==> src/sha256_hash_engine_unit_defines.svh <==
// Assertion macros shared by the hash engine RTL.
`ifndef SHA256_HASH_ENGINE_UNIT_DEFINES_SVH
`define SHA256_HASH_ENGINE_UNIT_DEFINES_SVH
`ifndef ASSERT_OFF
// Check a property on every clock edge outside reset.
`define SHA_ASSERT(lbl, clk, rstn, prop, msg) \
	lbl: assert property (@(posedge clk) disable iff (!rstn) prop) else $error(msg);
// Check a property on every clock edge, reset included.
`define SHA_ASSERT_ALWAYS(lbl, clk, prop, msg) \
	lbl: assert property (@(posedge clk) prop) else $error(msg);
`else
`define SHA_ASSERT(lbl, clk, rstn, prop, msg)
`define SHA_ASSERT_ALWAYS(lbl, clk, prop, msg)
`endif
`endif

==> src/sha_pkg.sv <==
// ----------------------------------------------------------------------------
// sha_pkg
// Types, round constants and mixing functions of the SHA-256 engine.
// ----------------------------------------------------------------------------
`default_nettype none
package sha_pkg;

	localparam int BLK_WORDS = 16;
	localparam int Q_DEPTH   = 2;
	localparam logic [5:0] LEN_POS   = 6'd56;
	localparam logic [5:0] LAST_BYTE = 6'd63;
	localparam logic [7:0] PAD_BYTE  = 8'h80;
	localparam logic [2:0] MAX_COUNT = 3'd4;
	localparam logic [2:0] LAST_IDX  = 3'd7;
	localparam logic [5:0] LAST_RND  = 6'd63;

	// One full block handed from the front to the back.
	typedef struct packed {
		logic                        fin;
		logic [BLK_WORDS-1:0][31:0]  words;
	} blk_t;

	localparam logic [31:0] IV_TAB [8] = '{
		32'h6A09E667, 32'hBB67AE85, 32'h3C6EF372, 32'hA54FF53A,
		32'h510E527F, 32'h9B05688C, 32'h1F83D9AB, 32'h5BE0CD19
	};

	localparam logic [31:0] K_TAB [64] = '{
		32'h428A2F98, 32'h71374491, 32'hB5C0FBCF, 32'hE9B5DBA5,
		32'h3956C25B, 32'h59F111F1, 32'h923F82A4, 32'hAB1C5ED5,
		32'hD807AA98, 32'h12835B01, 32'h243185BE, 32'h550C7DC3,
		32'h72BE5D74, 32'h80DEB1FE, 32'h9BDC06A7, 32'hC19BF174,
		32'hE49B69C1, 32'hEFBE4786, 32'h0FC19DC6, 32'h240CA1CC,
		32'h2DE92C6F, 32'h4A7484AA, 32'h5CB0A9DC, 32'h76F988DA,
		32'h983E5152, 32'hA831C66D, 32'hB00327C8, 32'hBF597FC7,
		32'hC6E00BF3, 32'hD5A79147, 32'h06CA6351, 32'h14292967,
		32'h27B70A85, 32'h2E1B2138, 32'h4D2C6DFC, 32'h53380D13,
		32'h650A7354, 32'h766A0ABB, 32'h81C2C92E, 32'h92722C85,
		32'hA2BFE8A1, 32'hA81A664B, 32'hC24B8B70, 32'hC76C51A3,
		32'hD192E819, 32'hD6990624, 32'hF40E3585, 32'h106AA070,
		32'h19A4C116, 32'h1E376C08, 32'h2748774C, 32'h34B0BCB5,
		32'h391C0CB3, 32'h4ED8AA4A, 32'h5B9CCA4F, 32'h682E6FF3,
		32'h748F82EE, 32'h78A5636F, 32'h84C87814, 32'h8CC70208,
		32'h90BEFFFA, 32'hA4506CEB, 32'hBEF9A3F7, 32'hC67178F2
	};

	function automatic logic [31:0] big_sig0(input logic [31:0] x);
		return {x[1:0], x[31:2]} ^ {x[12:0], x[31:13]} ^ {x[21:0], x[31:22]};
	endfunction

	function automatic logic [31:0] big_sig1(input logic [31:0] x);
		return {x[5:0], x[31:6]} ^ {x[10:0], x[31:11]} ^ {x[24:0], x[31:25]};
	endfunction

	function automatic logic [31:0] sml_sig0(input logic [31:0] x);
		return {x[6:0], x[31:7]} ^ {x[17:0], x[31:18]} ^ {3'b000, x[31:3]};
	endfunction

	function automatic logic [31:0] sml_sig1(input logic [31:0] x);
		return {x[16:0], x[31:17]} ^ {x[18:0], x[31:19]} ^ {10'd0, x[31:10]};
	endfunction

endpackage
`default_nettype wire

==> src/sha_front.sv <==
// ----------------------------------------------------------------------------
// sha_front
// Takes message items, packs bytes into the block buffer one per cycle while no
// full block waits for the queue, counts message bits, appends padding and length on the last item.
// ----------------------------------------------------------------------------
`default_nettype none
module sha_front (
	input  wire logic              clk,
	input  wire logic              arst_n,
	input  wire logic              in_valid,
	output      logic              in_stall,
	input  wire logic [31:0]       data_word,
	input  wire logic [2:0]        byte_count,
	input  wire logic              last,
	output      logic              push,
	output      sha_pkg::blk_t     push_blk,
	input  wire logic              q_full
);
	import sha_pkg::*;

	typedef enum logic [1:0] {F_IDLE, F_BYTES, F_PAD} fstate_t;

	fstate_t      state_q;
	logic [31:0]  data_q;
	logic [2:0]   cnt_q;
	logic [2:0]   k_q;
	logic         last_q;
	logic         first_q;
	logic [5:0]   fill_q;
	logic [63:0]  bc_q;
	logic         full_q;
	logic         fin_q;
	logic [BLK_WORDS-1:0][31:0] buf_q;

	logic         wr_en;
	logic [7:0]   wr_byte;
	logic         len_wr;
	logic [7:0]   cur_byte;

	assign in_stall = (state_q != F_IDLE) || full_q;
	assign push     = full_q && !q_full;
	assign push_blk = '{fin: fin_q, words: buf_q};

	// Pick the next message byte of the held item
	always_comb begin
		unique case (k_q[1:0])
			2'd0: cur_byte = data_q[31:24];
			2'd1: cur_byte = data_q[23:16];
			2'd2: cur_byte = data_q[15:8];
			default: cur_byte = data_q[7:0];
		endcase
	end

	// Decide what goes into the buffer this cycle
	always_comb begin
		wr_en   = 1'b0;
		wr_byte = 8'h00;
		len_wr  = 1'b0;
		if (!full_q) begin
			unique case (state_q)
				F_BYTES: begin
					if (k_q < cnt_q) begin
						wr_en   = 1'b1;
						wr_byte = cur_byte;
					end
				end
				F_PAD: begin
					if (first_q) begin
						wr_en   = 1'b1;
						wr_byte = PAD_BYTE;
					end else if (fill_q == LEN_POS) begin
						len_wr = 1'b1;
					end else begin
						wr_en = 1'b1;
					end
				end
				default: ;
			endcase
		end
	end

	// Write one byte or the length words into the buffer
	always_ff @(posedge clk) begin
		if (wr_en) begin
			unique case (fill_q[1:0])
				2'd0: buf_q[fill_q[5:2]][31:24] <= wr_byte;
				2'd1: buf_q[fill_q[5:2]][23:16] <= wr_byte;
				2'd2: buf_q[fill_q[5:2]][15:8]  <= wr_byte;
				default: buf_q[fill_q[5:2]][7:0] <= wr_byte;
			endcase
		end
		if (len_wr) begin
			buf_q[14] <= bc_q[63:32];
			buf_q[15] <= bc_q[31:0];
		end
	end

	// Sequence items, padding and block hand-off
	always_ff @(posedge clk or negedge arst_n) begin
		if (!arst_n) begin
			state_q <= F_IDLE;
			data_q  <= '0;
			cnt_q   <= '0;
			k_q     <= '0;
			last_q  <= 1'b0;
			first_q <= 1'b0;
			fill_q  <= '0;
			bc_q    <= '0;
			full_q  <= 1'b0;
			fin_q   <= 1'b0;
		end else begin
			if (push) begin
				full_q <= 1'b0;
			end
			if (!full_q) begin
				unique case (state_q)
					F_IDLE: begin
						if (in_valid) begin
							data_q  <= data_word;
							cnt_q   <= (byte_count > MAX_COUNT) ? MAX_COUNT : byte_count;
							last_q  <= last;
							k_q     <= '0;
							state_q <= F_BYTES;
						end
					end
					F_BYTES: begin
						if (k_q < cnt_q) begin
							fill_q <= fill_q + 6'd1;
							bc_q   <= bc_q + 64'd8;
							k_q    <= k_q + 3'd1;
							if (fill_q == LAST_BYTE) begin
								full_q <= 1'b1;
								fin_q  <= 1'b0;
							end
						end else if (last_q) begin
							first_q <= 1'b1;
							state_q <= F_PAD;
						end else begin
							state_q <= F_IDLE;
						end
					end
					F_PAD: begin
						if (!first_q && fill_q == LEN_POS) begin
							full_q  <= 1'b1;
							fin_q   <= 1'b1;
							fill_q  <= '0;
							bc_q    <= '0;
							state_q <= F_IDLE;
						end else begin
							first_q <= 1'b0;
							fill_q  <= fill_q + 6'd1;
							if (fill_q == LAST_BYTE) begin
								full_q <= 1'b1;
								fin_q  <= 1'b0;
							end
						end
					end
					default: state_q <= F_IDLE;
				endcase
			end
		end
	end

endmodule
`default_nettype wire

==> config.mk <==
export PLATFORM = sky130hd
export DESIGN_NAME = sha_front
export DESIGN_NICKNAME = d
export VERILOG_FILES = /design/src/sha256_hash_engine_unit_defines.svh /design/src/sha_pkg.sv /design/src/sha_front.sv
export SDC_FILE = /design/constraint.sdc
export NUM_CORES = 1
export LEC_CHECK = 0
export ABC_AREA = 1
export BUFFER_PORTS_ARGS = -buffer_cell sky130_fd_sc_hd__buf_2
export CAP_MARGIN = 25
export CORE_MARGIN = 5
export CORE_UTILIZATION = 34
export DETAILED_ROUTE_END_ITERATION = 12
export PLACE_DENSITY = 0.59
export SYNTH_ARGS = -nofsm -noshare
export SYNTH_HDL_FRONTEND = slang
export SYNTH_SLANG_ARGS = --single-unit
==> constraint.sdc <==
create_clock -name clk -period 19.5 [get_ports clk]
set_clock_uncertainty 0.2 [all_clocks]
set_input_delay 0 -clock clk [delete_from_list [all_inputs] [get_ports clk]]
set_output_delay 0 -clock clk [all_outputs]
set_load 0.01 [all_outputs]
# == Yosys cells after proc, flatten, opt, wreduce, memory -nomap -nowiden ==
# Index checks and enable logic that the tools add are counted.
# op_classes
n_eq_ne,14
muxes,58
bitwise,1
n_reduce_logical,19
order_cmp,4
addsub,3
# ops
op,count
512-bit bitwise mux,4
512-bit one-hot mux with 3 select lines,1
32-bit demux with 4-bit select,4
512-bit 2-to-1 mux,1
64-bit 2-to-1 mux,3
64-bit one-hot mux with 2 select lines,1
64-bit by 4-bit adder with 64-bit output (second input constant),1
32-bit 2-to-1 mux,1
8-bit 2-to-1 mux,4
24-bit 2-to-1 mux,1
8-bit one-hot mux with 3 select lines,1
1-bit 2-to-1 mux,19
16-bit 2-to-1 mux,1
8-bit one-hot mux with 2 select lines,1
6-bit equality test (second input constant),2
6-bit 2-to-1 mux,2
2-bit != test (second input constant),6
6-bit one-hot mux with 2 select lines,1
4-bit AND reduction,3
3-bit 2-to-1 mux,3
2-bit 2-to-1 mux,4
1-bit one-hot mux with 2 select lines,4
2-bit nonzero test,4
6-bit by 1-bit adder with 6-bit output (second input constant),1
16 further kinds,26
# word_totals
reg_bits,626
elab_cells,125

# == Depth between registers and ports, before layout ==
# depth
depth_word,9
mapped_depth,17

# == Worst setup path before layout ==
# Ideal clock, no wire load.
# synth_path
kind,reg-to-reg
from,register state_q[0]
to,"register buf_q (netlist bit push_blk[104]), enable pin"
synth_period_minus_slack_ps,8619
t_required_ps,18615
path_stages_with_launch,8
n_path_buf,1
slack_ps,10881
t_arrival_ps,7734
cell_sequence,dfrtp_1 inv_1 ha_1 clkbuf_1 nand2_1 nand2_1 nand3_1 inv_1
# synth_via
elab_chain_len,3
elab_cells_between_ends,4
# synth_lines
element,line_no,source
from (decl),sha_front.sv:23,fstate_t state_q;
from (signal assigned),sha_front.sv:101,state_q <= F_IDLE;
from (signal assigned),sha_front.sv:123,state_q <= F_BYTES;
from (signal assigned),sha_front.sv:137,state_q <= F_PAD;
2-bit equality test or 2-bit by 1-bit equality test with 1-bit output (tied branches),sha_front.sv:60,unique case (state_q)
1-bit one-hot mux with 2 select lines *,sha_front.sv:60,
1-bit 2-to-1 mux *,sha_front.sv:59,if (!full_q) begin
"to (signal, indexed assignment)",sha_front.sv:86,2'd0: buf_q[fill_q[5:2]][31:24] <= wr_byte;
"to (signal, indexed assignment)",sha_front.sv:87,2'd1: buf_q[fill_q[5:2]][23:16] <= wr_byte;
"to (signal, indexed assignment)",sha_front.sv:88,2'd2: buf_q[fill_q[5:2]][15:8] <= wr_byte;
to (decl),sha_front.sv:33,logic [BLK_WORDS-1:0][31:0] buf_q;
# Mark *: on every way between the ends. The rest lies on a longest branch, timed or not.
# A chain may end at the register's enable or synchronous reset.

# == Worst setup path in the final report ==
# layout_path
from,register fill_q[0]
to,"register buf_q (netlist bit push_blk[272]), enable pin"
# layout_via
elab_chain_len,5
# layout_lines
element,line_no,source
from (decl),sha_front.sv:29,logic [5:0] fill_q;
from (signal assigned),sha_front.sv:128,fill_q <= fill_q + 6'd1;
from (signal assigned),sha_front.sv:151,fill_q <= fill_q + 6'd1;
6-bit equality test,sha_front.sv:71,end else if (fill_q == LEN_POS) begin
1-bit 2-to-1 mux,sha_front.sv:71,
1-bit 2-to-1 mux,sha_front.sv:68,if (first_q) begin
1-bit one-hot mux with 2 select lines,sha_front.sv:60,
1-bit 2-to-1 mux,sha_front.sv:59,
# Every way passes these cells.

==> results.cfg <==
[outcome]
status = complete, no violations

[logic_synthesis]
yosys_warnings = 0
syn_avg_cell_area_um2 = 8.568
synth_cell_types = 37
syn_inst = 3657
synth-main-ff-cell = edfxtp_1
async_flop_share_pct = 17.82
ys_seq_elements = 623
synth_edf_count = 512
syn_area_um2 = 31330
seq_area_frac_synth_pct = 57.93
syn-num-nets = 3712

[cells_and_area]
num-fill-cells = 9057
area_growth_pct = 23.62
register_area_um2 = 18150
drive_gt1_share_pct = 17.88
stdcell_area_um2 = 38730
fin_nets = 4294
multi_input_area_um2 = 11720
utilization_pct = 42.32
n_antenna_cell = 0

[min_path]
worstHoldEndpoint = k_q[0]
holdCritPathClass = primary input to flop
hold_start = in_valid
hold_depth = 4

[routing]
vias_per_cell = 5.328
drtIter0Drc = 3223
drc = 0
dr.pass1.iters = 6
num_vias = 29203
wl_mm = 121.1
post_drt_wl_per_cell_um = 22.09
drt.antenna.violating_nets = 0

[clocking]
cts_resized = 0
cts_tree = done
cts_buffers = 73
postCtsHoldBufs = 114
htree_levels = 3
path_clk_slew_ns = 0.06
post-cts-setup-buffer-count = 0
root_buffer = clkbuf_16
clk_path_buf_depth = 3
clock_latency_ns = 0.63
numClockSinks = 623

[floorplan]
core_area_um2 = 91520
io_pins = 555
die-area_um2 = 98330
die_h_um = 313.6
initial_core_util_pct = 34.23
rows = 111
fp.dieW_um = 313.6

[worst_setup_path]
cp_top_family = buffers and inverters
critPathKind = flop to flop
required_ns = 19.54
rr_startpoint = fill_q[0]
worstSetupStartpointType = flop
crit_chain = ha_2 -> buf_4 -> inv_1 -> nand3_1 -> inv_8 -> buf_4 -> buf_4
crit_path_max_incr_delay_ns = 0.88
worstRegToRegCells = 7
cp_slowest_cell = buf_4
r2r_end = push_blk[272]
cp_common_cell = buf_4
reg2reg_slack_ns = 14.58
worstPathMaxFanout = 124
path_buf_inv = 5
cp-end-kind = flop
cp-startpoint = fill_q[0]
arrival_ns = 4.96

[sta]
setup_tns_ns = 0
hold_viol_final = 0
slew_violations = 0
tightest_slew_ns = 1.104
slew_headroom_pct = 26.42
timing.fmax_mhz = 203.3
rsz0062_at_grt = no
min_period_ns = 4.918
finalSetupViolCount = 0
post-route-period-util_pct = 25.22

[pwr]
power_density_nw_per_um2 = 170.2
p_clk_share_pct = 20.9
power.leakage_nw = 15.71
combPwrFrac_pct = 42.4
p_int_mw = 3.733
seq_power_share_pct = 36.7
ir_drop_mv = 0.1152
power.total_mw = 6.594
p_switching_mw = 2.860
netSwitchingFraction_pct = 43.38

[placement]
dpl_cell_area_um2 = 35190
place_hpwl_mm = 78.69
io_buffer_count = 554
gp_congestion = 0.9316

[global_route]
antenna_found_initial = 1
grt-ovfl-total = 0
grt_pass1_vias = 27484
grt_pass1_wl_mm = 178.1
grt_max_degree = 125
grt_util_all_layers_pct = 23.48

[run]
cap_violations = 0
==> cell usage in the layout (no fill, tap or decap), drive strengths merged, types with 22 or more instances in the layout <==
| cell | n |
|---|---|
| a21oi | 90 |
| buf | 607 |
| clkbuf | 88 |
| clkinv | 32 |
| dfrtp | 111 |
| dlygate4sd3 | 113 |
| edfxtp | 512 |
| inv | 179 |
| nand2 | 1279 |
| nand3 | 67 |
| nand4 | 56 |
| nor2 | 267 |
| nor3 | 22 |
| o21ai | 801 |
==> metrics by stage <==
step	cells	hold slack, ns	worst slack [ns]
finish	5481	0.2737	14.58
global route	5481	0.2916	14.27
CTS	5479	0.2172	14.54
detailed placement	5234	-0.1583	14.57
global placement	5231	-0.1562	14.63
floorplan	3657	-0.4956	10.88
==> worst min-delay path, delay by kind of cell <==
family	cells	cell delay (ns)
AOI/OAI and AO/OA	2	0.41
buffers and inverters	2	0.63
==> synth_stat cells (all sizes together), types with 2 or more instances <==
cell type,n,area (µm²)
inv,172,645.6
clkbuf,167,626.9
a31oi,9,56.30
nand3,67,340.3
buf,46,250.2
xnor2,3,26.28
and2,6,37.54
dfrtp,111,2778
o31ai,5,37.54
o21bai,2,15.01
or2,5,31.28
nand4,56,350.3
o21ai,801,4009
nor2,267,1042
clkinv,5,18.77
nand2,1279,4808
a21oi,90,450.4
o211ai,2,15.01
nor3b,3,22.52
xor2,4,35.03
a22oi,4,30.03
edfxtp,512,15370
nor3,22,110.1
ha,15,187.7
==> routing by layer <==
layer,wire [µm],vias to the layer above,part of all wire (%),track usage [%]
met5,0,-,0,0
met4,5628,0,4.6,9.998
met3,9137,233,7.5,3.995
met2,56290,1361,46,38.33
met1,50020,14018,41,31.06
li1,-,13591,-,-
==> state kept, by name (all words and copies together) (netlist names) <==
signal	flops
k_q	3
bc_q	61
last_q	1
fin_q	1
fill_q	6
cnt_q	3
full_q	1
push_blk	512
first_q	1
state_q	2
data_q	32
==> worst max path at each step <==
stage	end	slack, ns	cells after the start
after floorplan	push_blk[104]	10.88	7
after global placement	push_blk[237]	14.63	7
after detailed placement	push_blk[203]	14.57	7
after CTS	push_blk[203]	14.54	7
after global routing	push_blk[237]	14.27	7
final	push_blk[272]	14.58	7
==> power groups by stage <==
stage | Clock (mW) | Sequential [mW] | Combinational, mW
after floorplan | 0 | 2.61 | 1.46
after global placement | 0 | 2.43 | 2.66
after detailed placement | 0 | 2.43 | 2.72
after CTS | 1.40 | 2.41 | 2.80
after global routing | 1.46 | 2.46 | 3.09
final | 1.38 | 2.42 | 2.80
==> logic make-up after synthesis <==
family          Yosys count  share of synthesized area [%]
compound gates          917                          14.83
simple gates           1705                          21.52
xor+xnor                  7                         0.1957
fa+ha+maj                15                         0.5990
buf+inv                 390                          4.920
flops                   623                          57.93
==> final cells by class <==
class	count	area share, %
sequential	623	46.87
multi-input combinational	2644	30.26
timing repair buffer	720	11.24
clock buffer	88	4.917
tap	1186	3.831
inverter	177	1.773
clock inverter	43	1.114
No activity file was read; power rests on OpenSTA's default activity.
