**config.mk**
```make
export PLATFORM = sky130hd
export DESIGN_NAME = sha_queue
export DESIGN_NICKNAME = d
export VERILOG_FILES = /design/src/sha_pkg.sv /design/src/sha_queue.sv
export VERILOG_INCLUDE_DIRS = /design/src /design/src/src
export SDC_FILE = /design/constraint.sdc
export NUM_CORES = 1
export LEC_CHECK = 0
export BUFFER_PORTS_ARGS = -buffer_cell sky130_fd_sc_hd__clkbuf_2
export CORE_AREA = 4 4 402 404
export CTS_CLUSTER_DIAMETER = 200
export CTS_CLUSTER_SIZE = 30
export DETAILED_ROUTE_END_ITERATION = 8
export DIE_AREA = 0 0 406 408
export PLACE_DENSITY = 0.53
export SYNTH_ARGS = -nofsm -noshare
export SYNTH_HDL_FRONTEND = slang
export SYNTH_SLANG_ARGS = --single-unit
```
**constraint.sdc**
```tcl
create_clock -name clk -period 27.3 [get_ports clk]
set_input_delay 5.46 -clock clk [delete_from_list [all_inputs] [get_ports clk]]
set_output_delay 5.46 -clock clk [all_outputs]
set_load 0.01 [all_outputs]
```
**src/sha256_hash_engine_unit_defines.svh**
```systemverilog
// Assertion macros shared by the hash engine RTL.
`ifndef SHA256_HASH_ENGINE_UNIT_DEFINES_SVH
`define SHA256_HASH_ENGINE_UNIT_DEFINES_SVH
`ifndef ASSERT_OFF
// Check a property on every clock edge outside reset.
`define SHA_ASSERT(lbl, clk, rstn, prop, msg) \
	lbl: assert property (@(posedge clk) disable iff (!rstn) prop) else $error(msg);
// Check a property on every clock edge, reset included.
`define SHA_ASSERT_ALWAYS(lbl, clk, prop, msg) \
	lbl: assert property (@(posedge clk) prop) else $error(msg);
`else
`define SHA_ASSERT(lbl, clk, rstn, prop, msg)
`define SHA_ASSERT_ALWAYS(lbl, clk, prop, msg)
`endif
`endif

```
**src/sha_pkg.sv**
```systemverilog
// ----------------------------------------------------------------------------
// sha_pkg
// Types, round constants and mixing functions of the SHA-256 engine.
// ----------------------------------------------------------------------------
`default_nettype none
package sha_pkg;

	localparam int BLK_WORDS = 16;
	localparam int Q_DEPTH   = 2;
	localparam logic [5:0] LEN_POS   = 6'd56;
	localparam logic [5:0] LAST_BYTE = 6'd63;
	localparam logic [7:0] PAD_BYTE  = 8'h80;
	localparam logic [2:0] MAX_COUNT = 3'd4;
	localparam logic [2:0] LAST_IDX  = 3'd7;
	localparam logic [5:0] LAST_RND  = 6'd63;

	// One full block handed from the front to the back.
	typedef struct packed {
		logic                        fin;
		logic [BLK_WORDS-1:0][31:0]  words;
	} blk_t;

	localparam logic [31:0] IV_TAB [8] = '{
		32'h6A09E667, 32'hBB67AE85, 32'h3C6EF372, 32'hA54FF53A,
		32'h510E527F, 32'h9B05688C, 32'h1F83D9AB, 32'h5BE0CD19
	};

	localparam logic [31:0] K_TAB [64] = '{
		32'h428A2F98, 32'h71374491, 32'hB5C0FBCF, 32'hE9B5DBA5,
		32'h3956C25B, 32'h59F111F1, 32'h923F82A4, 32'hAB1C5ED5,
		32'hD807AA98, 32'h12835B01, 32'h243185BE, 32'h550C7DC3,
		32'h72BE5D74, 32'h80DEB1FE, 32'h9BDC06A7, 32'hC19BF174,
		32'hE49B69C1, 32'hEFBE4786, 32'h0FC19DC6, 32'h240CA1CC,
		32'h2DE92C6F, 32'h4A7484AA, 32'h5CB0A9DC, 32'h76F988DA,
		32'h983E5152, 32'hA831C66D, 32'hB00327C8, 32'hBF597FC7,
		32'hC6E00BF3, 32'hD5A79147, 32'h06CA6351, 32'h14292967,
		32'h27B70A85, 32'h2E1B2138, 32'h4D2C6DFC, 32'h53380D13,
		32'h650A7354, 32'h766A0ABB, 32'h81C2C92E, 32'h92722C85,
		32'hA2BFE8A1, 32'hA81A664B, 32'hC24B8B70, 32'hC76C51A3,
		32'hD192E819, 32'hD6990624, 32'hF40E3585, 32'h106AA070,
		32'h19A4C116, 32'h1E376C08, 32'h2748774C, 32'h34B0BCB5,
		32'h391C0CB3, 32'h4ED8AA4A, 32'h5B9CCA4F, 32'h682E6FF3,
		32'h748F82EE, 32'h78A5636F, 32'h84C87814, 32'h8CC70208,
		32'h90BEFFFA, 32'hA4506CEB, 32'hBEF9A3F7, 32'hC67178F2
	};

	function automatic logic [31:0] big_sig0(input logic [31:0] x);
		return {x[1:0], x[31:2]} ^ {x[12:0], x[31:13]} ^ {x[21:0], x[31:22]};
	endfunction

	function automatic logic [31:0] big_sig1(input logic [31:0] x);
		return {x[5:0], x[31:6]} ^ {x[10:0], x[31:11]} ^ {x[24:0], x[31:25]};
	endfunction

	function automatic logic [31:0] sml_sig0(input logic [31:0] x);
		return {x[6:0], x[31:7]} ^ {x[17:0], x[31:18]} ^ {3'b000, x[31:3]};
	endfunction

	function automatic logic [31:0] sml_sig1(input logic [31:0] x);
		return {x[16:0], x[31:17]} ^ {x[18:0], x[31:19]} ^ {10'd0, x[31:10]};
	endfunction

endpackage
`default_nettype wire

```
**src/sha_queue.sv**
```systemverilog
// ----------------------------------------------------------------------------
// sha_queue
// Two-entry block queue between the front and the compression back end.
// ----------------------------------------------------------------------------
`default_nettype none
`include "sha256_hash_engine_unit_defines.svh"
module sha_queue (
	input  wire logic           clk,
	input  wire logic           arst_n,
	input  wire logic           push,
	input  wire sha_pkg::blk_t  push_blk,
	output      logic           full,
	input  wire logic           pop,
	output      sha_pkg::blk_t  head_blk,
	output      logic           empty
);
	import sha_pkg::*;

	localparam int PW = $clog2(Q_DEPTH);

	blk_t              mem_q [Q_DEPTH];
	logic [PW-1:0]     wp_q;
	logic [PW-1:0]     rp_q;
	logic [PW:0]       count_q;

	assign full     = (count_q == (PW+1)'(Q_DEPTH));
	assign empty    = (count_q == '0);
	assign head_blk = mem_q[rp_q];

	// Store pushed blocks
	always_ff @(posedge clk) begin
		if (push) begin
			mem_q[wp_q] <= push_blk;
		end
	end

	// Advance pointers and occupancy
	always_ff @(posedge clk or negedge arst_n) begin
		if (!arst_n) begin
			wp_q    <= '0;
			rp_q    <= '0;
			count_q <= '0;
		end else begin
			if (push) begin
				wp_q <= wp_q + 1'b1;
			end
			if (pop) begin
				rp_q <= rp_q + 1'b1;
			end
			if (push && !pop) begin
				count_q <= count_q + 1'b1;
			end else if (pop && !push) begin
				count_q <= count_q - 1'b1;
			end
		end
	end

	`SHA_ASSERT(a_q_bound, clk, arst_n, count_q <= (PW+1)'(Q_DEPTH), "queue overfilled")
	`SHA_ASSERT(a_q_nopush, clk, arst_n, full |-> !push, "push into full queue")
	`SHA_ASSERT(a_q_nopop, clk, arst_n, empty |-> !pop, "pop from empty queue")

endmodule
`default_nettype wire

```
## Word level (Yosys, flattened, before mapping)

Memory sizes are Yosys's and may differ from the RTL's.
Cells that the tools add are included.
W data, S select, Z words.

- Flip-flop bits (word level): 4
- RAM bits: 1026
- Input port bits: 517
- Output and inout port bits: 515
- Logic and storage cells: 19
- Memories kept: 1

Memories:

| memory | depth | width | read ports | clocked after Yosys merged registers in | write ports | RTL line | RTL |
|---|---|---|---|---|---|---|---|
| mem_q | 2 | 513 | 1 | 0 | 1 | sha_queue.sv:21 | `blk_t mem_q [Q_DEPTH];` |

- Add/sub/neg operators: 4
- Equal/unequal tests: 1
- Mux-type cells: 4
- Reductions and logical operators: 6

Operators with widths:

| kind | count |
|---|---|
| $mux W2 | 2 |
| $add A1 B1 Y1 const B | 2 |
| $add A2 B1 Y2 const B | 1 |
| $eq A2 B2 Y1 const B | 1 |
| $logic_and A1 B1 Y1 | 2 |
| $logic_not A1 Y1 | 2 |
| $logic_not A2 Y1 | 1 |
| $mux W1 | 2 |
| $reduce_bool A2 Y1 | 1 |
| $sub A2 B1 Y2 const B | 1 |

## Logic depth before layout (Yosys ltp)

Gate-level depths: netlist (run 1).

- Word-level depth: 4
- Depth in mapped cells: 5
- Mapped depth without buffers: 5

## Least setup slack after synthesis (run 1)

Ideal clock, no wire load.

- Path type: input to register
- Start point: input push
- End point: memory mem_q[0][0] in the netlist's numbering, enable pin
- Library setup time: 1.463 ns
- Data arrival time: 27.453 ns
- Data required time: 25.837 ns
- Setup slack: -1.616 ns
- Stages: 1
- Buffers on the path: 0
- Path through: nor2b_1

- Word-level cells in the longest chain between the ends: 2

Ends and longest elaborated chain:

| what | RTL line | RTL |
|---|---|---|
| from (decl) | sha_queue.sv:10 | `input wire logic push,` |
| $mux W1 | sha_queue.sv:32 | `if (push) begin` |
| $mux W1 (implied by the code) | sha_queue.sv:33 | `mem_q[wp_q] <= push_blk;` |
| to (decl) | sha_queue.sv:21 |  |

Every way passes these cells.

==> results of run 1 <==
[power groups by stage]
stage                     clock [mW]  combinational [mW]  sequential (mW)
final                          0.734                1.69             2.19
after global routing           0.827                1.79             2.22
after CTS                      0.771                1.73             2.19
after detailed placement           0                1.73             2.23
after global placement             0                1.73             2.23
after floorplan                    0                1.16             2.36
[state kept, by name (all words and copies together) (netlist names)]
register  flops
count_q       2
mem_q      1026
rp_q          1
wp_q          1
[logic make-up after synthesis]
group / after synthesis
xor+xnor: 5
fa+ha+maj: 1
buf+inv: 58
flops: 1030
mux: 513
simple gates: 5
[routing by layer]
metal | global-route usage, % | vias to the layer above
met1 | 13.81 | 9755
met5 | 0 | -
met4 | 2.642 | 10
li1 | - | 8469
met2 | 21.67 | 623
met3 | 4.102 | 98
[worst min path at each step]
stage                     slack [ps]              startpoint                endpoint  cells after the start
after CTS                        510  count_q[1]$_DFFE_PN0P_  count_q[1]$_DFFE_PN0P_                      1
after detailed placement         490  count_q[1]$_DFFE_PN0P_  count_q[1]$_DFFE_PN0P_                      1
final                            510  count_q[1]$_DFFE_PN0P_  count_q[1]$_DFFE_PN0P_                      1
after global routing             530  count_q[1]$_DFFE_PN0P_  count_q[1]$_DFFE_PN0P_                      1
after global placement           490  count_q[1]$_DFFE_PN0P_  count_q[1]$_DFFE_PN0P_                      1
after floorplan                  460  count_q[1]$_DFFE_PN0P_  count_q[1]$_DFFE_PN0P_                      1
[worst register-to-register path: cells and delay by family (launching register included)]
| family | cells | cell delay [ps] |
|---|---|---|
| DFF | 1 | 440 |
| buffers and inverters | 3 | 2360 |
| and+or+nand+nor | 1 | 580 |
[cells in the final DEF (no fill, tap or decap)]
cell and n:
clkbuf_2 1031, edfxtp_1 1026, mux2_4 460, mux2_2 53, clkbuf_16 41, buf_4 15
diode_2 10, clkbuf_1 6, buf_12 5, xor2_1 4, dfrtp_1 3, nor2_1 2
inv_1 1, and2_4 1, nor2b_1 1, nor2b_4 1, xnor2_1 1, ha_1 1
inv_16 1, dfrtp_4 1
[final cells by class]
class / count / area, um^2
clock buffer: 47 / 1049
multi-input combinational: 524 / 7596
fill: 15590 / 110300
inverter: 1 / 3.754
tap: 2072 / 2592
sequential: 1030 / 30910
timing repair buffer: 1051 / 5373
antenna: 10 / 25.02
clock inverter: 1 / 20.02
==> impl_metrics.py, run 1 <==
metrics = {
    "drt": {
        "dr.pass1.iters": 5,
        "ant_nets": 0,
        "wl_met3_um": 8637,
        "wire_per_inst_um": 22.23,
        "top_layer": "met5",
        "drt_iter0_drc": 1230,
        "vias": 18960,
        "drc": 0,
        "viasPerCell": 4.002,
        "wl_met2_um": 54060,
        "wl_met1_um": 40580,
        "wl_um": 105300,
    },
    "critical_path": {
        "cp-start-kind": "flip-flop",
        "worstSetupEndpoint": "head_blk[508]",
        "cp_num_buf_inv": 4,
        "crit_cells": 5,
        "r2r_slack_ps": 23340,
        "reg2reg_from": "wp_q$_DFFE_PN0P_",
        "crit_top_cell": "buf_4",
        "reg2reg_depth": 4,
        "cpLargestDelayFamily": "buffers and inverters",
        "cp_slowest_cell": "dfrtp_4",
        "path_cells": "buf_4 -> buf_12 -> buf_4 -> mux2_2 -> clkbuf_2",
        "startpoint": "rp_q$_DFFE_PN0P_",
        "critPathMaxStageDelay_ps": 1110,
        "critPathMaxFanout": 104,
        "cp.required_ps": 21840,
        "crit_arrival_ps": 5080,
        "rr_endpoint": "mem_q[1][494]$_DFFE_PP_",
        "end_kind": "output port",
        "worst-setup-path-type": "flip-flop to output port",
    },
    "logic_synthesis": {
        "synth_top_area_share_pct": 78.55,
        "synth-adder-area-share_pct": 0.03190,
        "avgSynthCellArea_um2": 24.33,
        "ys_seq_area_share_pct": 78.81,
        "synth_top_family_by_area": "multiplexers",
        "synthTopCellsByArea": "edfxtp_1, mux2_4, mux2_2",
        "yosys_warnings": 0,
        "synth_mux_area_share_pct": 19.13,
        "synth_edf_count": 1026,
        "synth_compound_area_share_pct": 0,
        "async_reset_ff_share_pct": 0.3883,
        "synthXorXnorAreaFrac_pct": 0.1116,
        "synthSimpleGateAreaFrac_pct": 0.06699,
        "ys.flop_type": "edfxtp_1",
        "syn-num-nets": 2130,
        "syn-cell-area_mm2": 0.03922,
        "synthTopCellsByCount": "edfxtp_1, mux2_4, mux2_2",
        "ys_ff_latch": 1030,
        "synth.most_common_cell": "edfxtp_1",
        "postSynthCellCount": 1612,
        "yosysTopAreaCell": "edfxtp_1",
        "synth_cell_types": 14,
    },
    "sta": {
        "holdWs_ps": 512.0,
        "layout_setup_ws_ps": 16760,
        "fin_tns_setup_ps": 0,
        "skew_ps": 19.47,
        "post-route-period-util_pct": 38.61,
        "drv_slew": 0,
        "setup_viol": 0,
        "hold_viol": 0,
        "clock.fmax_mhz": 94.88,
        "maxSlewHeadroom_pct": 28.63,
        "grt_setup_unrepaired": "false",
        "fin_crit_ps": 10540,
        "worstMarginPinSlew_ps": 1071,
    },
    "placed_design": {
        "place_congestion": 0.8242,
        "place.port_buffers": 1031,
        "pre_cts_ws_ps": 17460,
        "dp_cells": 4678,
        "dpl_cell_area_mm2": 0.04648,
        "hpwlAfterDp_um": 79810,
    },
    "power_and_ir_drop": {
        "finalPower_mw": 4.613,
        "pwr-share-seq_pct": 47.5,
        "vdd_drop_max_mv": 0.07612,
        "leakage_nw": 18.64,
        "p_int_mw": 3.165,
        "power_switching_share_pct": 31.38,
        "p_switching_mw": 1.447,
        "power.share.clock_pct": 15.9,
        "powerDensity_mw_per_mm2": 96.96,
        "combPwrFrac_pct": 36.6,
    },
    "global_routing": {
        "grt_max_degree": 146,
        "grt_antenna_before_repair": 21,
        "grt_util_all_layers_pct": 12.06,
        "grt_overflow": 0,
        "grt_pass1_wl_um": 145000,
        "grt_pass1_vias": 19620,
    },
    "job": {
        "drv_cap": 0,
    },
    "layout": {
        "drive_gt1_share_pct": 60.63,
        "area_growth_pct": 21.29,
        "fin_cells": 4736,
        "utilization_pct": 30.14,
        "nNetsFinal": 3166,
        "design_area_mm2": 0.04757,
    },
    "worst_hold_path": {
        "min_path_type": "flip-flop to flip-flop",
    },
    "floorplan": {
        "io_pins": 1032,
        "die_h_um": 408,
        "initial_core_util_pct": 24.85,
        "die_x_um": 406,
        "fp-row-count": 146,
        "core-area_mm2": 0.1578,
        "die-area_mm2": 0.1656,
    },
    "clock_network": {
        "cts_tree": "done",
        "cts.sinks": 1030,
        "h-tree-depth": 2,
        "clkTransAtPathRegs_ps": 110,
        "cts.path.max_buffers": 3,
        "post-cts-setup-buffers": 0,
        "cts_resized": 0,
        "cts_hold_buf": 0,
        "clk_latency_ps": 640,
        "root_buffer": "clkbuf_16",
        "numCtsBuffers": 40,
    },
    "run_status": {
        "status": "finished, final reports clean",
    },
}
No activity file was read; power rests on OpenSTA's default activity.
==> inputs of run 2 (changes only) <==
--- a/config.mk
+++ b/config.mk
@@ -12,7 +12,7 @@
 export CTS_CLUSTER_SIZE = 30
 export DETAILED_ROUTE_END_ITERATION = 8
 export DIE_AREA = 0 0 406 408
-export PLACE_DENSITY = 0.53
+export PLACE_DENSITY = 0.54
 export SYNTH_ARGS = -nofsm -noshare
 export SYNTH_HDL_FRONTEND = slang
 export SYNTH_SLANG_ARGS = --single-unit
==> constraint.sdc (replaced) <==
create_clock -name clk -period 8.9 [get_ports clk]
set_input_delay 1.78 -clock clk [delete_from_list [all_inputs] [get_ports clk]]
set_output_delay 1.78 -clock clk [all_outputs]
set_load 0.01 [all_outputs]
==> run 2 against run 1 <==
Compared with the run above:
- non-clock buffer count increased by 4
- power rose to 3.1 times the previous value
- via count grew 0.72%
- first-iteration DRC count is 8.2% lower
- sequential share of layout area shrank 0.13 points
- setup slack lost 13000 ps
- global-route usage is 0.084 points lower
- routed wire length decreased by 0.27%
- critical path depth down 1
==> impl_metrics.py, run 2 (synthesis results as in run 1) <==
metrics = {
    "placed_design": {
        "dp_cells": 4682,
        "hpwlAfterDp_um": 77280,
        "place_congestion": 0.8249,
        "dpl_cell_area_mm2": 0.04657,
        "place.port_buffers": 1031,
    },
    "critical_path": {
        "critPathMaxFanout": 54,
        "cp_slowest_cell": "dfrtp_4",
        "cp-start-kind": "flip-flop",
        "crit_arrival_ps": 3370,
        "worst-setup-path-type": "flip-flop to output port",
        "cp_num_buf_inv": 3,
        "startpoint": "rp_q$_DFFE_PN0P_",
        "cp.required_ps": 7120,
        "path_cells": "buf_12 -> buf_4 -> mux2_2 -> clkbuf_2",
        "reg2reg_from": "wp_q$_DFFE_PN0P_",
        "critPathMaxStageDelay_ps": 820,
        "end_kind": "output port",
        "cpLargestDelayFamily": "buffers and inverters",
    },
    "layout": {
        "drive_gt1_share_pct": 60.66,
        "layout_commonest_cell": "clkbuf_2",
        "reg_top3": "mem_q: 1026 flops, count_q: 2 flops",
        "regMostFlops": "mem_q",
        "nNetsFinal": 3170,
        "design_area_mm2": 0.04767,
        "area_growth_pct": 21.53,
        "fin_cells": 4741,
        "utilization_pct": 30.20,
        "largest_reg_flops": 1026,
        "layout_common_cells": "clkbuf_2, edfxtp_1, mux2_4",
    },
    "clock_network": {
        "clk_latency_ps": 630,
        "cts.path.max_buffers": 3,
        "cts_resized": 0,
        "h-tree-depth": 2,
        "clkTransAtPathRegs_ps": 110,
        "root_buffer": "clkbuf_16",
        "post-cts-setup-buffers": 0,
        "cts.sinks": 1030,
        "cts_tree": "done",
        "numCtsBuffers": 40,
        "cts_hold_buf": 0,
    },
    "global_routing": {
        "grt_max_degree": 146,
        "grt_antenna_before_repair": 30,
        "grt_pass1_vias": 20080,
        "grt_overflow": 0,
        "grt_util_all_layers_pct": 11.98,
        "grt_pass1_wl_um": 144000,
    },
    "floorplan": {
        "io_pins": 1032,
        "core-area_mm2": 0.1578,
        "die_x_um": 406,
        "fp-row-count": 146,
        "die-area_mm2": 0.1656,
        "die_h_um": 408,
        "initial_core_util_pct": 24.85,
    },
    "power_and_ir_drop": {
        "p_switching_mw": 4.466,
        "leakage_nw": 18.68,
        "pwr-share-seq_pct": 47.0,
        "finalPower_mw": 14.18,
        "combPwrFrac_pct": 37.0,
        "power_switching_share_pct": 31.50,
        "power.share.clock_pct": 16.0,
        "powerDensity_mw_per_mm2": 297.4,
        "vdd_drop_max_mv": 0.2038,
        "p_int_mw": 9.713,
    },
    "sta": {
        "grt_setup_unrepaired": "false",
        "fin_tns_setup_ps": 0,
        "skew_ps": 35.38,
        "clock.fmax_mhz": 194.3,
        "drv_slew": 0,
        "maxSlewHeadroom_pct": 24.40,
        "worstMarginPinSlew_ps": 1134,
        "post-route-period-util_pct": 57.84,
        "setup_viol": 0,
        "hold_viol": 0,
        "fin_crit_ps": 5148,
    },
    "drt": {
        "vias": 19090,
        "wl_um": 105000,
        "viasPerCell": 4.027,
        "drt_iter0_drc": 1129,
        "ant_nets": 0,
        "wire_per_inst_um": 22.14,
        "dr.pass1.iters": 5,
        "drc": 0,
    },
    "run_status": {
        "status": "finished, final reports clean",
    },
    "worst_hold_path": {
        "min_path_type": "flip-flop to flip-flop",
        "worstHoldStart": "count_q[1]$_DFFE_PN0P_",
    },
    "job": {
        "drv_cap": 0,
    },
}
run 2: power by group through the flow:
stage / logic, mW / registers (mW) / clock network, mW
detailed placement: 5.36 / 6.78 / 0
global placement: 5.39 / 6.74 / 0
floorplan: 3.55 / 6.96 / 0
CTS: 5.38 / 6.67 / 2.40
finish: 5.25 / 6.66 / 2.27
global route: 5.58 / 6.74 / 2.57
run 2: worst register-to-register path, delay by kind of cell, from the launching register on:
family                 cells  cell delay, ps
and+or+nand+nor            1             570
DFF                        1             440
buffers and inverters      2            1170
run 2: per-layer routing:
| metal | vias up | global-route usage, % | wire (um) |
|---|---|---|---|
| met1 | 9805 | 13.44 | 39900 |
| met4 | 12 | 3.462 | 2606 |
| li1 | 8482 | - | - |
| met2 | 669 | 21.38 | 53410 |
| met5 | - | 0 | 89 |
| met3 | 124 | 4.161 | 8978 |
run 2: cell type report:
cell class	count	area, um^2
well taps	2072	2592
multi-input cells	524	7596
clock buffers	48	1052
flip-flops and latches	1030	30910
inverters	1	3.754
repair buffers	1055	5465
clock inverters	1	20.02
fillers	15610	110200
diodes	10	25.02
run 2: metrics by stage:
stage | hold slack, ps | setup WS (ps)
floorplan | 456.3 | -973.9
global placement | 475.8 | 4383
detailed placement | 479.3 | 4393
CTS | 499.3 | 3640
global route | 537.7 | 3572
finish | 496.4 | 3752
run 2: worst paths after layout:
path,cells past startpoint,endpoint,slack (ps)
worst max register to register,3,mem_q[1][82]$_DFFE_PP_,6280
worst max-delay path,4,head_blk[17],3750
min in group asynchronous,1,wp_q$_DFFE_PN0P_,960
worst min-delay path,1,count_q[1]$_DFFE_PN0P_,500
max in group asynchronous,1,rp_q$_DFFE_PN0P_,7770
worst min register to register,1,count_q[1]$_DFFE_PN0P_,500
